## config.mk

```make
export PLATFORM = sky130hd
export DESIGN_NAME = pcm_frame_format_converter
export DESIGN_NICKNAME = d
export VERILOG_FILES = /design/src/rtl/pffc_pkg.sv /design/src/rtl/pffc_queue.sv /design/src/rtl/pffc_front.sv /design/src/rtl/pffc_back.sv /design/src/rtl/pcm_frame_format_converter.sv
export SDC_FILE = /design/constraint.sdc
export NUM_CORES = 2
export LEC_CHECK = 0
export BUFFER_PORTS_ARGS = -buffer_cell sky130_fd_sc_hd__buf_4
export CAP_MARGIN = 20
export CORE_MARGIN = 1.5
export CORE_UTILIZATION = 58
export DETAILED_ROUTE_END_ITERATION = 10
export GPL_TIMING_DRIVEN = 0
export HOLD_SLACK_MARGIN = 0.1
export PLACE_DENSITY = 0.81
export SLEW_MARGIN = 20
export SYNTH_ARGS = -nofsm -noshare
export SYNTH_HDL_FRONTEND = slang
export SYNTH_SLANG_ARGS = --single-unit
```

## constraint.sdc

```tcl
create_clock -name clk -period 8.6 [get_ports clk]
set_input_delay 0.43 -clock clk [delete_from_list [all_inputs] [get_ports clk]]
set_output_delay 0.43 -clock clk [all_outputs]
set_load 0.02 [all_outputs]
```

## src/rtl/pffc_pkg.sv

```systemverilog
// Shared types and constants of the PCM frame format converter.
// No dependencies; imported by pffc_front, pffc_back and the top level.
package pffc_pkg;

  localparam int WORD_W    = 32;
  localparam int FQ_IDX_W  = 4;
  localparam int MID_DEPTH = 2;
  localparam int OUT_DEPTH = 4;
  localparam int OUT_CNT_W = 3;

  typedef enum logic [1:0] {
    SRC_PCM16 = 2'd0,
    SRC_PCM24 = 2'd1,
    SRC_PCM32 = 2'd2,
    SRC_FLOAT = 2'd3
  } src_fmt_t;

  typedef enum logic [1:0] {
    DST_PCM16 = 2'd0,
    DST_PCM32 = 2'd1,
    DST_FLOAT = 2'd2,
    DST_NONE  = 2'd3
  } dst_fmt_t;

  typedef enum logic [2:0] {
    REG_SRC_FMT = 3'd0,
    REG_SRC_CH  = 3'd1,
    REG_DST_FMT = 3'd2,
    REG_DST_CH  = 3'd3,
    REG_REPEAT  = 3'd4
  } cfg_reg_t;

  typedef struct packed {
    logic [1:0] src_fmt;
    logic [5:0] src_n;
    logic [1:0] dst_fmt;
    logic [4:0] dst_n;
    logic [5:0] keep_n;
    logic [4:0] reps_n;
  } cfg_t;

  typedef struct packed {
    logic [WORD_W-1:0]   word;
    logic [FQ_IDX_W-1:0] idx;
    logic                wr;
    logic                last;
  } fq_t;

  typedef struct packed {
    logic [WORD_W-1:0] word;
    logic [2:0]        chan;
    logic [2:0]        rep;
    logic              last;
  } res_t;

endpackage

```

## src/rtl/pffc_queue.sv

```systemverilog
// Small register queue used between front and back and on the result side.
// Depends on nothing; width and depth come from parameters.
module pffc_queue #(
  parameter int W     = 8,
  parameter int DEPTH = 2
) (
  input  logic                       clk,
  input  logic                       rst_n,
  input  logic                       push,
  input  logic [W-1:0]               wdata,
  output logic                       full,
  input  logic                       pop,
  output logic [W-1:0]               rdata,
  output logic                       empty,
  output logic [$clog2(DEPTH+1)-1:0] cnt
);
  localparam int AW = (DEPTH > 1) ? $clog2(DEPTH) : 1;
  localparam int CW = $clog2(DEPTH+1);

  logic [W-1:0]  mem_r [DEPTH];
  logic [AW-1:0] wp_r, wp_nxt, rp_r, rp_nxt;
  logic [CW-1:0] cnt_r, cnt_nxt;
  logic          do_push, do_pop;

  assign full    = (cnt_r == CW'(DEPTH));
  assign empty   = (cnt_r == '0);
  assign cnt     = cnt_r;
  assign rdata   = mem_r[rp_r];
  assign do_push = push && !full;
  assign do_pop  = pop && !empty;

  always_comb begin
    wp_nxt  = wp_r;
    rp_nxt  = rp_r;
    cnt_nxt = cnt_r;
    if (do_push) begin
      wp_nxt = (wp_r == AW'(DEPTH-1)) ? '0 : wp_r + AW'(1);
    end
    if (do_pop) begin
      rp_nxt = (rp_r == AW'(DEPTH-1)) ? '0 : rp_r + AW'(1);
    end
    if (do_push && !do_pop) begin
      cnt_nxt = cnt_r + CW'(1);
    end else if (do_pop && !do_push) begin
      cnt_nxt = cnt_r - CW'(1);
    end
  end

  always_ff @(posedge clk) begin
    if (!rst_n) begin
      wp_r  <= '0;
      rp_r  <= '0;
      cnt_r <= '0;
    end else begin
      wp_r  <= wp_nxt;
      rp_r  <= rp_nxt;
      cnt_r <= cnt_nxt;
    end
  end

  always_ff @(posedge clk) begin
    if (do_push) begin
      mem_r[wp_r] <= wdata;
    end
  end

endmodule

```

## src/rtl/pffc_front.sv

```systemverilog
// Front end: accepts source samples, tracks the frame position and decodes to float.
// Depends on pffc_pkg.
module pffc_front (
  input  logic               clk,
  input  logic               rst_n,
  input  pffc_pkg::cfg_t     cfg,
  input  logic               in_push,
  input  logic [31:0]        in_sample_word,
  output logic               in_full,
  output pffc_pkg::fq_t      q_data,
  output logic               q_push,
  input  logic               q_full
);
  import pffc_pkg::*;

  logic [4:0]  pos_r, pos_nxt;
  logic        accept, adv2, take1;

  logic        s1_v_r, s1_neg_r, s1_zero_r, s1_flt_r, s1_s16_r, s1_wr_r, s1_last_r;
  logic [31:0] s1_mag_r, s1_word_r;
  logic [4:0]  s1_msb_r;
  logic [3:0]  s1_idx_r;

  logic        s2_v_r;
  fq_t         s2_r;

  logic [31:0] sw, mag, shl, kp, mask;
  logic        neg, rnd, guard, sticky, wr_c, last_c;
  logic [4:0]  msb;
  logic [3:0]  sh;
  logic [7:0]  exp8;
  logic [22:0] mant;
  logic [30:0] body;
  logic [31:0] fbits;

  assign adv2    = !s2_v_r || !q_full;
  assign take1   = !s1_v_r || adv2;
  assign in_full = !take1;
  assign accept  = in_push && take1;
  assign q_push  = s2_v_r;
  assign q_data  = s2_r;

  always_comb begin
    case (cfg.src_fmt)
      SRC_PCM16: sw = {{16{in_sample_word[15]}}, in_sample_word[15:0]};
      SRC_PCM24: sw = {in_sample_word[23:16], in_sample_word[15:8],
                       in_sample_word[7:0], in_sample_word[23:16]};
      default:   sw = in_sample_word;
    endcase
    neg = sw[31];
    mag = neg ? (32'd0 - sw) : sw;
    msb = '0;
    for (int i = 0; i < 32; i++) begin
      if (mag[i]) begin
        msb = 5'(i);
      end
    end
    wr_c   = ({1'b0, pos_r} < cfg.keep_n);
    last_c = ({1'b0, pos_r} + 6'd1 >= cfg.src_n);
    pos_nxt = last_c ? '0 : pos_r + 5'd1;
  end

  always_comb begin
    exp8   = (s1_s16_r ? 8'd112 : 8'd96) + {3'b0, s1_msb_r};
    sh     = '0;
    kp     = '0;
    mask   = '0;
    guard  = 1'b0;
    sticky = 1'b0;
    rnd    = 1'b0;
    shl    = '0;
    if (s1_msb_r <= 5'd23) begin
      shl  = s1_mag_r << (5'd23 - s1_msb_r);
      mant = shl[22:0];
    end else begin
      sh     = 4'(s1_msb_r - 5'd23);
      kp     = s1_mag_r >> sh;
      guard  = s1_mag_r[5'(sh - 4'd1)];
      mask   = (32'd1 << (sh - 4'd1)) - 32'd1;
      sticky = |(s1_mag_r & mask);
      rnd    = guard && (sticky || kp[0]);
      mant   = kp[22:0];
    end
    body  = {exp8, mant} + {30'd0, rnd};
    fbits = s1_zero_r ? 32'd0 : {s1_neg_r, body};
    if (s1_flt_r) begin
      fbits = s1_word_r;
    end
  end

  always_ff @(posedge clk) begin
    if (!rst_n) begin
      pos_r  <= '0;
      s1_v_r <= 1'b0;
      s2_v_r <= 1'b0;
    end else begin
      if (accept) begin
        pos_r <= pos_nxt;
      end
      if (take1) begin
        s1_v_r <= accept;
      end
      if (adv2) begin
        s2_v_r <= s1_v_r && (s1_wr_r || s1_last_r);
      end
    end
  end

  always_ff @(posedge clk) begin
    if (take1) begin
      s1_neg_r  <= neg;
      s1_zero_r <= (mag == 32'd0);
      s1_flt_r  <= (cfg.src_fmt == SRC_FLOAT);
      s1_s16_r  <= (cfg.src_fmt == SRC_PCM16);
      s1_mag_r  <= mag;
      s1_msb_r  <= msb;
      s1_word_r <= in_sample_word;
      s1_idx_r  <= pos_r[3:0];
      s1_wr_r   <= wr_c;
      s1_last_r <= last_c;
    end
    if (adv2) begin
      s2_r.word <= fbits;
      s2_r.idx  <= s1_idx_r;
      s2_r.wr   <= s1_wr_r;
      s2_r.last <= s1_last_r;
    end
  end

endmodule

```

## src/rtl/pffc_back.sv

```systemverilog
// Back end: holds the decoded frame and emits it, encoded, repeat times over.
// Depends on pffc_pkg.
module pffc_back #(
  parameter int MAX_CHANNELS = 8,
  parameter int MAX_REPEAT   = 8
) (
  input  logic                         clk,
  input  logic                         rst_n,
  input  pffc_pkg::cfg_t               cfg,
  input  pffc_pkg::fq_t                q_data,
  input  logic                         q_empty,
  output logic                         q_pop,
  input  logic [pffc_pkg::OUT_CNT_W-1:0] o_cnt,
  output pffc_pkg::res_t               o_data,
  output logic                         o_push
);
  import pffc_pkg::*;

  localparam int IW = (MAX_CHANNELS > 1) ? $clog2(MAX_CHANNELS) : 1;
  localparam int CW = $clog2(MAX_CHANNELS + 1);
  localparam int RW = $clog2(MAX_REPEAT + 1);

  typedef enum logic [1:0] {
    ST_IDLE = 2'b01,
    ST_EMIT = 2'b10
  } st_t;

  st_t          st_r, st_nxt;
  logic [31:0]  store_r [MAX_CHANNELS];
  logic [CW-1:0] c_r, c_nxt;
  logic [RW-1:0] r_r, r_nxt;
  logic [4:0]   c5, r5;
  logic         issue, c_end, r_end;
  logic [31:0]  val;

  logic         a_v_r;
  logic [31:0]  a_bits_r;
  logic [38:0]  a_prod_r;
  logic [2:0]   a_chan_r, a_rep_r;
  logic         a_last_r;

  logic        sgn, big, nan, hi, g16, s16;
  logic [7:0]  ex;
  logic [22:0] mt;
  logic [23:0] top, m24;
  logic [24:0] kk;
  logic [9:0]  tt;
  logic [9:0]  rs;
  logic [31:0] mag32, res32;
  logic [24:0] mag16;
  logic [15:0] res16;

  assign c5    = 5'(c_r);
  assign r5    = 5'(r_r);
  assign c_end = (c5 + 5'd1 == cfg.dst_n);
  assign r_end = (r5 + 5'd1 == cfg.reps_n);
  assign issue = (st_r == ST_EMIT) &&
                 ({1'b0, o_cnt} + {3'b0, a_v_r} < 4'(OUT_DEPTH));
  assign q_pop = (st_r == ST_IDLE) && !q_empty;
  assign val   = ({1'b0, c5} < cfg.keep_n) ? store_r[c_r[IW-1:0]] : 32'd0;

  always_comb begin
    st_nxt = st_r;
    c_nxt  = c_r;
    r_nxt  = r_r;
    case (st_r)
      ST_IDLE: begin
        if (q_pop && q_data.last) begin
          st_nxt = ST_EMIT;
          c_nxt  = '0;
          r_nxt  = '0;
        end
      end
      ST_EMIT: begin
        if (issue) begin
          if (c_end) begin
            c_nxt = '0;
            r_nxt = r_r + RW'(1);
            if (r_end) begin
              st_nxt = ST_IDLE;
            end
          end else begin
            c_nxt = c_r + CW'(1);
          end
        end
      end
      default: st_nxt = ST_IDLE;
    endcase
  end

  always_ff @(posedge clk) begin
    if (!rst_n) begin
      st_r  <= ST_IDLE;
      c_r   <= '0;
      r_r   <= '0;
      a_v_r <= 1'b0;
      for (int i = 0; i < MAX_CHANNELS; i++) begin
        store_r[i] <= '0;
      end
    end else begin
      st_r  <= st_nxt;
      c_r   <= c_nxt;
      r_r   <= r_nxt;
      a_v_r <= issue;
      if (q_pop && q_data.wr) begin
        store_r[q_data.idx[IW-1:0]] <= q_data.word;
      end
    end
  end

  always_ff @(posedge clk) begin
    if (issue) begin
      a_bits_r <= val;
      a_prod_r <= 39'({1'b1, val[22:0]}) * 39'd32767;
      a_chan_r <= c5[2:0];
      a_rep_r  <= r5[2:0];
      a_last_r <= c_end && r_end;
    end
  end

  always_comb begin
    sgn = a_bits_r[31];
    ex  = a_bits_r[30:23];
    mt  = a_bits_r[22:0];
    nan = (ex == 8'hFF) && (mt != '0);
    m24 = {1'b1, mt};

    mag32 = '0;
    if (ex >= 8'd119) begin
      mag32 = 32'(m24) << (ex - 8'd119);
    end else begin
      mag32 = 32'(m24) >> (8'd119 - ex);
    end
    if (nan || ex < 8'd96) begin
      res32 = '0;
    end else if (ex >= 8'd127) begin
      res32 = sgn ? 32'h8000_0000 : 32'h7FFF_FFFF;
    end else begin
      res32 = sgn ? (32'd0 - mag32) : mag32;
    end

    hi   = a_prod_r[38];
    top  = hi ? a_prod_r[38:15] : a_prod_r[37:14];
    g16  = hi ? a_prod_r[14] : a_prod_r[13];
    s16  = hi ? |a_prod_r[13:0] : |a_prod_r[12:0];
    kk   = {1'b0, top} + {24'd0, g16 && (s16 || top[0])};
    tt   = {2'b0, ex} - (hi ? 10'd135 : 10'd136);
    rs   = 10'd0 - tt;
    big  = (ex == 8'hFF) || !tt[9];
    mag16 = (rs >= 10'd25) ? 25'd0 : (kk >> rs[4:0]);
    if (nan || ex == 8'd0) begin
      res16 = '0;
    end else if (sgn) begin
      res16 = (big || mag16 >= 25'd32768) ? 16'h8000 : (16'd0 - mag16[15:0]);
    end else begin
      res16 = (big || mag16 >= 25'd32767) ? 16'h7FFF : mag16[15:0];
    end

    case (cfg.dst_fmt)
      DST_PCM16: o_data.word = {16'd0, res16};
      DST_PCM32: o_data.word = res32;
      DST_FLOAT: o_data.word = a_bits_r;
      default:   o_data.word = '0;
    endcase
    o_data.chan = a_chan_r;
    o_data.rep  = a_rep_r;
    o_data.last = a_last_r;
  end

  assign o_push = a_v_r;

`ifndef SYNTHESIS
  a_no_overrun: assert property (@(posedge clk) disable iff (!rst_n)
    a_v_r |-> (o_cnt < OUT_CNT_W'(OUT_DEPTH)))
    else $error("result queue overrun");
  a_no_pop_emit: assert property (@(posedge clk) disable iff (!rst_n)
    (st_r == ST_EMIT) |-> !q_pop)
    else $error("front queue popped during emission");
  a_end_idle: assert property (@(posedge clk) disable iff (!rst_n)
    (issue && c_end && r_end) |=> (st_r == ST_IDLE))
    else $error("emission did not finish after last sample");
  a_last_chan: assert property (@(posedge clk) disable iff (!rst_n)
    (a_v_r && a_last_r) |-> (a_chan_r == 3'(cfg.dst_n - 5'd1)))
    else $error("last_of_run on wrong channel");
`endif

endmodule

```

## src/rtl/pcm_frame_format_converter.sv

```systemverilog
// Top level of the PCM frame format converter: config registers, front, queues, back.
// Depends on pffc_pkg, pffc_queue, pffc_front and pffc_back.
//
//  channel | handshake          | payload
//  in      | in_push / in_full  | in_sample_word
//  out     | out_pop / out_empty| out_word, out_channel, out_repeat, out_last_of_run
//  cfg     | cfg_valid/cfg_ready| cfg_index, cfg_data
//
// A sample passes the two-stage decoder; one sample a cycle enters while the decoder is not stalled.
// A frame end emits dest_channels x repeat_count results at one a cycle from the back
// end's encode stage, bounded by result pops; the front keeps taking samples meanwhile
// and stalls once the two-entry middle queue and both decoder stages hold requests.
// Reset is synchronous and clears the frame store.
module pcm_frame_format_converter #(
  parameter int MAX_CHANNELS = 8,
  parameter int MAX_REPEAT   = 8
) (
  input  logic        clk,
  input  logic        rst_n,
  input  logic        in_push,
  output logic        in_full,
  input  logic [31:0] in_sample_word,
  output logic        out_empty,
  input  logic        out_pop,
  output logic [31:0] out_word,
  output logic [2:0]  out_channel,
  output logic [2:0]  out_repeat,
  output logic        out_last_of_run,
  input  logic        cfg_valid,
  output logic        cfg_ready,
  input  logic [2:0]  cfg_index,
  input  logic [7:0]  cfg_data
);
  import pffc_pkg::*;

  logic [1:0] src_fmt_r, dst_fmt_r;
  logic [5:0] src_ch_r;
  logic [3:0] dst_ch_r, rep_r;
  logic       cfg_wr;
  cfg_t       cfg;

  fq_t        mid_wdata, mid_rdata;
  logic       mid_push, mid_full, mid_pop, mid_empty;
  logic [$clog2(MID_DEPTH+1)-1:0] mid_cnt;

  res_t       res_wdata, res_rdata;
  logic       res_push, res_full;
  logic [OUT_CNT_W-1:0] res_cnt;

  assign cfg_ready = 1'b1;
  assign cfg_wr    = cfg_valid && cfg_ready;

  always_ff @(posedge clk) begin
    if (!rst_n) begin
      src_fmt_r <= 2'd0;
      src_ch_r  <= 6'd2;
      dst_fmt_r <= 2'd0;
      dst_ch_r  <= 4'd2;
      rep_r     <= 4'd1;
    end else if (cfg_wr) begin
      case (cfg_index)
        REG_SRC_FMT: src_fmt_r <= cfg_data[1:0];
        REG_SRC_CH:  src_ch_r  <= cfg_data[5:0];
        REG_DST_FMT: dst_fmt_r <= cfg_data[1:0];
        REG_DST_CH:  dst_ch_r  <= cfg_data[3:0];
        REG_REPEAT:  rep_r     <= cfg_data[3:0];
        default: ;
      endcase
    end
  end

  always_comb begin
    cfg.src_fmt = src_fmt_r;
    cfg.dst_fmt = dst_fmt_r;
    if (src_ch_r == 6'd0) begin
      cfg.src_n = 6'd1;
    end else if (src_ch_r > 6'd32) begin
      cfg.src_n = 6'd32;
    end else begin
      cfg.src_n = src_ch_r;
    end
    if (dst_ch_r == 4'd0) begin
      cfg.dst_n = 5'd1;
    end else if ({1'b0, dst_ch_r} > 5'(MAX_CHANNELS)) begin
      cfg.dst_n = 5'(MAX_CHANNELS);
    end else begin
      cfg.dst_n = {1'b0, dst_ch_r};
    end
    if (rep_r == 4'd0) begin
      cfg.reps_n = 5'd1;
    end else if ({1'b0, rep_r} > 5'(MAX_REPEAT)) begin
      cfg.reps_n = 5'(MAX_REPEAT);
    end else begin
      cfg.reps_n = {1'b0, rep_r};
    end
    cfg.keep_n = (cfg.src_n < {1'b0, cfg.dst_n}) ? cfg.src_n : {1'b0, cfg.dst_n};
  end

  pffc_front u_front (
    .clk            (clk),
    .rst_n          (rst_n),
    .cfg            (cfg),
    .in_push        (in_push),
    .in_sample_word (in_sample_word),
    .in_full        (in_full),
    .q_data         (mid_wdata),
    .q_push         (mid_push),
    .q_full         (mid_full)
  );

  pffc_queue #(.W($bits(fq_t)), .DEPTH(MID_DEPTH)) u_mid_q (
    .clk   (clk),
    .rst_n (rst_n),
    .push  (mid_push),
    .wdata (mid_wdata),
    .full  (mid_full),
    .pop   (mid_pop),
    .rdata (mid_rdata),
    .empty (mid_empty),
    .cnt   (mid_cnt)
  );

  pffc_back #(.MAX_CHANNELS(MAX_CHANNELS), .MAX_REPEAT(MAX_REPEAT)) u_back (
    .clk     (clk),
    .rst_n   (rst_n),
    .cfg     (cfg),
    .q_data  (mid_rdata),
    .q_empty (mid_empty),
    .q_pop   (mid_pop),
    .o_cnt   (res_cnt),
    .o_data  (res_wdata),
    .o_push  (res_push)
  );

  pffc_queue #(.W($bits(res_t)), .DEPTH(OUT_DEPTH)) u_out_q (
    .clk   (clk),
    .rst_n (rst_n),
    .push  (res_push),
    .wdata (res_wdata),
    .full  (res_full),
    .pop   (out_pop),
    .rdata (res_rdata),
    .empty (out_empty),
    .cnt   (res_cnt)
  );

  assign out_word        = res_rdata.word;
  assign out_channel     = res_rdata.chan;
  assign out_repeat      = res_rdata.rep;
  assign out_last_of_run = res_rdata.last;

`ifndef SYNTHESIS
  a_res_not_full: assert property (@(posedge clk) disable iff (!rst_n)
    res_push |-> !res_full)
    else $error("result pushed into full queue");
  a_mid_bound: assert property (@(posedge clk) disable iff (!rst_n)
    mid_cnt <= ($clog2(MID_DEPTH+1))'(MID_DEPTH))
    else $error("middle queue count out of range");
  a_mid_no_drop: assert property (@(posedge clk) disable iff (!rst_n)
    (mid_push && mid_full) |=> $stable(mid_wdata))
    else $error("front changed a stalled entry");
`endif

endmodule

```

==> results.tsv <==
stage	metric	value	unit
grt	GRT Util Overall	0.3503	
synth	largest family of logic cells by synthesized area	multiplexers	
critical_path	Startpoint Class	flip-flop	
layout	fin util	0.6619	
synth	Main synth FF type	edfxtp_1	
sta	final hold vios	0	
place	routability cong.	1.007	
critical_path	Crit Path Max Fanout	10	
min_path	Worst Hold Class	input pin to flip-flop	
floorplanning	Die Ht	295.4	um
place	PortBufs	86	
floorplanning	die area	87230	sq um
clocking	clk buf depth	3	
layout	Layout area overhead	13.32	%
run_status	run status	complete, but fails checks	
synth	Avg Inst Size Synth	11.24	sq um
synth	synthesized area	49570	sq um
synth	complex-gate fraction of the synthesized area	0.1136	
synth	ys async rst share	0	
route	Detailed Route Iter0 Violations	4216	
layout	FILL cells	6117	
place	HPWL after detailed placement	112.8	mm
clocking	CTS Buf Count	74	
synth	number of synthesized flops with an enable pin	678	
critical_path	WS Path Type	flip-flop to flip-flop	
synth	share of the synthesized area in the top cell type	0.4107	
synth	post-synthesis simple-gate area fraction	0.1290	
route	drt wl/cell	26.31	um
sta	post-route setup slack	-0.3780	ns
critical_path	Required @ worst endpoint	9.00	ns
sta	Setup Viol. Count Final	14	
route	Routed met2 length	76.96	mm
sta	Max Transition Viols Final	0	
sta	final critical-path required period	8.978	ns
clocking	TritonCTS clock tree	yes	
route	via/cell ratio	6.682	
critical_path	slowest CP cell	fa_2	
grt	vias in the first global route	38760	
sta	Rel. slew slack	0.1942	
floorplanning	Initial Util	0.5841	
grt	antenna violations before repair	0	
route	via count	39250	
place	placed instance count	5661	
route	post-route ant nets	0	
clocking	Clock H-tree levels	3	
run_status	failing checks	negative setup slack	
grt	GRT overflow	0	
floorplanning	floorplan core area	84880	sq um
floorplanning	Core Rows	107	
synth	Seq/Total Area, Yosys	0.4321	
route	Pre-Repair DR Iteration Count	8	
clocking	Clk Latency, worst-skew pair	0.67	ns
clocking	CTS Sinks	731	
sta	Final Skew	0.04642	ns
synth	YS warnings	0	
sta	Least-Margin Pin Slew	1.175	ns
floorplanning	I/O pin count	90	
route	metal3 WL	12.80	mm
layout	Cell Count, Final, Fillers Out	5874	
layout	antenna cells	0	
grt	first-pass GRT wire length	230.5	mm
place	DP Worst Slack	-1.880	ns
route	final wirelength	154.5	mm
synth	post-synthesis mux area share	0.1512	
critical_path	CP Capture Type	flip-flop	
sta	Peak Freq	111.4	MHz
sta	setup_tns	-2.890	ns
sta	period utilisation layout	1.044	
clocking	clock-pin slew on the worst setup and hold paths	0.07	ns
critical_path	crit-path max cell delay	0.66	ns
job	number of max-cap violations	0	
layout	proportion of layout cells with a drive suffix above 1	0.1611	
layout	register area	21430	sq um
route	Highest Signal Layer	met4	
synth	register bit total from synthesis	731	
synth	area share of fa/ha/maj cells after synthesis	0.1044	
grt	largest net degree at the start of global routing	59	
synth	synth unique cells	104	
clocking	clk root buf	clkbuf_16	
synth	area leader, netlist	edfxtp_1	
synth	cell count after synthesis	4412	
layout	area of the multi-input gates	26740	sq um
synth	Area contributors post-synth	edfxtp_1 41%, mux4_2 9.2%, fa_1 6.8%	
critical_path	crit path DAT	9.38	ns
layout	Layout Nets	5027	
sta	unrepaired setup endpoints after global routing	yes	
floorplanning	die width	295.4	um
route	Residual DRC	0	
synth	xor/xnor share of the synthesized area	0.02615	
route	metal1 wirelength	54.22	mm
## cell usage after synthesis, types with 71 or more instances
| cell type | count |
|---|---|
| edfxtp_1 | 678 |
| nor2_1 | 522 |
| inv_1 | 307 |
| a21oi_1 | 185 |
| o21ai_0 | 150 |
| mux4_2 | 202 |
| clkbuf_1 | 186 |
| fa_1 | 168 |
| nor3_1 | 71 |
| nand2_1 | 282 |
| ha_1 | 141 |
| xnor2_1 | 106 |
| nand3_1 | 107 |
| mux2i_1 | 231 |
## critical path: cells and delay by family, from the launching register on
family / cells / cell delay, ns
AO/OA/AOI/OAI: 14 / 2.36
XOR/XNOR: 1 / 0.07
adder cells (fa/ha/maj): 10 / 4.39
buffers and inverters: 6 / 0.68
flip-flops: 1 / 0.40
AND/OR/NAND/NOR: 5 / 0.79
## final timing paths
path                            start             endpoint  slack [ns]  cells past startpoint
setup / recovery          dst_ch_r[3]  u_back.a_prod_r[37]       -0.38                     36
hold / removal           cfg_index[0]             rep_r[0]        0.23                      4
setup reg to reg          dst_ch_r[3]  u_back.a_prod_r[37]       -0.38                     36
hold reg to reg   u_front.s1_idx_r[2]    u_front.q_data[4]        0.43                      0
## through the flow
step	hold WS [ns]	cell area (sq um)
6_report	0.2308	56180
5_1_grt	0.2414	56180
4_1_cts	0.2086	55910
3_5_place_dp	0.4131	52190
3_3_place_gp	0.4040	51710
2_1_floorplan	0.4003	49630
## cells by family (layout without fill, tap and decap cells)
kind of cell    Yosys count  in the layout
flops                   731            731
buf+inv                 563            880
other cells               1              2
simple gates           1345           1345
xor+xnor                148            148
fa+ha+maj               314            314
mux                     489            489
compound gates          821            821
## sequential cells by signal (all words and copies together) (netlist names), 5 cells and up, named ones only
register / count
u_front.s1_word_r: 32
u_back.a_prod_r: 39
u_mid_q.mem_r: 74
src_ch_r: 6
u_back.store_r: 256
u_front.pos_r: 5
u_out_q.mem_r: 156
u_front.s1_mag_r: 32
u_back.a_bits_r: 31
u_front.s1_msb_r: 5
u_front.q_data: 37
## metal layers
layer,vias up,track usage
met4,0,0.2180
met1,19120,0.4094
met5,-,0
met3,658,0.05510
li1,16970,-
met2,2504,0.6056
## final cells by class
type	count	share of cell area
plain buffers	245	0.01924
clock buffers	95	0.03543
clock inverters	41	0.008597
inverters	312	0.02100
multi-input cells	3119	0.4760
flip-flops and latches	731	0.3815
well taps	1144	0.02548
repair buffers	187	0.03272
## cell usage in the layout, fill, tap and decap left out, drive strengths merged, types with 53 or more instances in the layout
cell type and instances:
a21oi 186, buf 210, clkbuf 276, dfxtp 53
edfxtp 678, fa 168, ha 141, inv 314
mux2 55, mux2i 232, mux4 202, nand2 282
nand3 107, nor2 522, nor2b 55, nor3 72
o21ai 153, xnor2 106
## repair_timing
action,CTS,global route
pin swaps,79,57
gates resized for setup,156,41
setup endpoints to repair,47,37
setup buffers,32,12
hold buffers,39,0
endpoints found under the hold margin,43,0
cloned,1,0
Power is not shown: default switching activity piles up to over one toggle a cycle in this logic, so the estimate is an artifact.
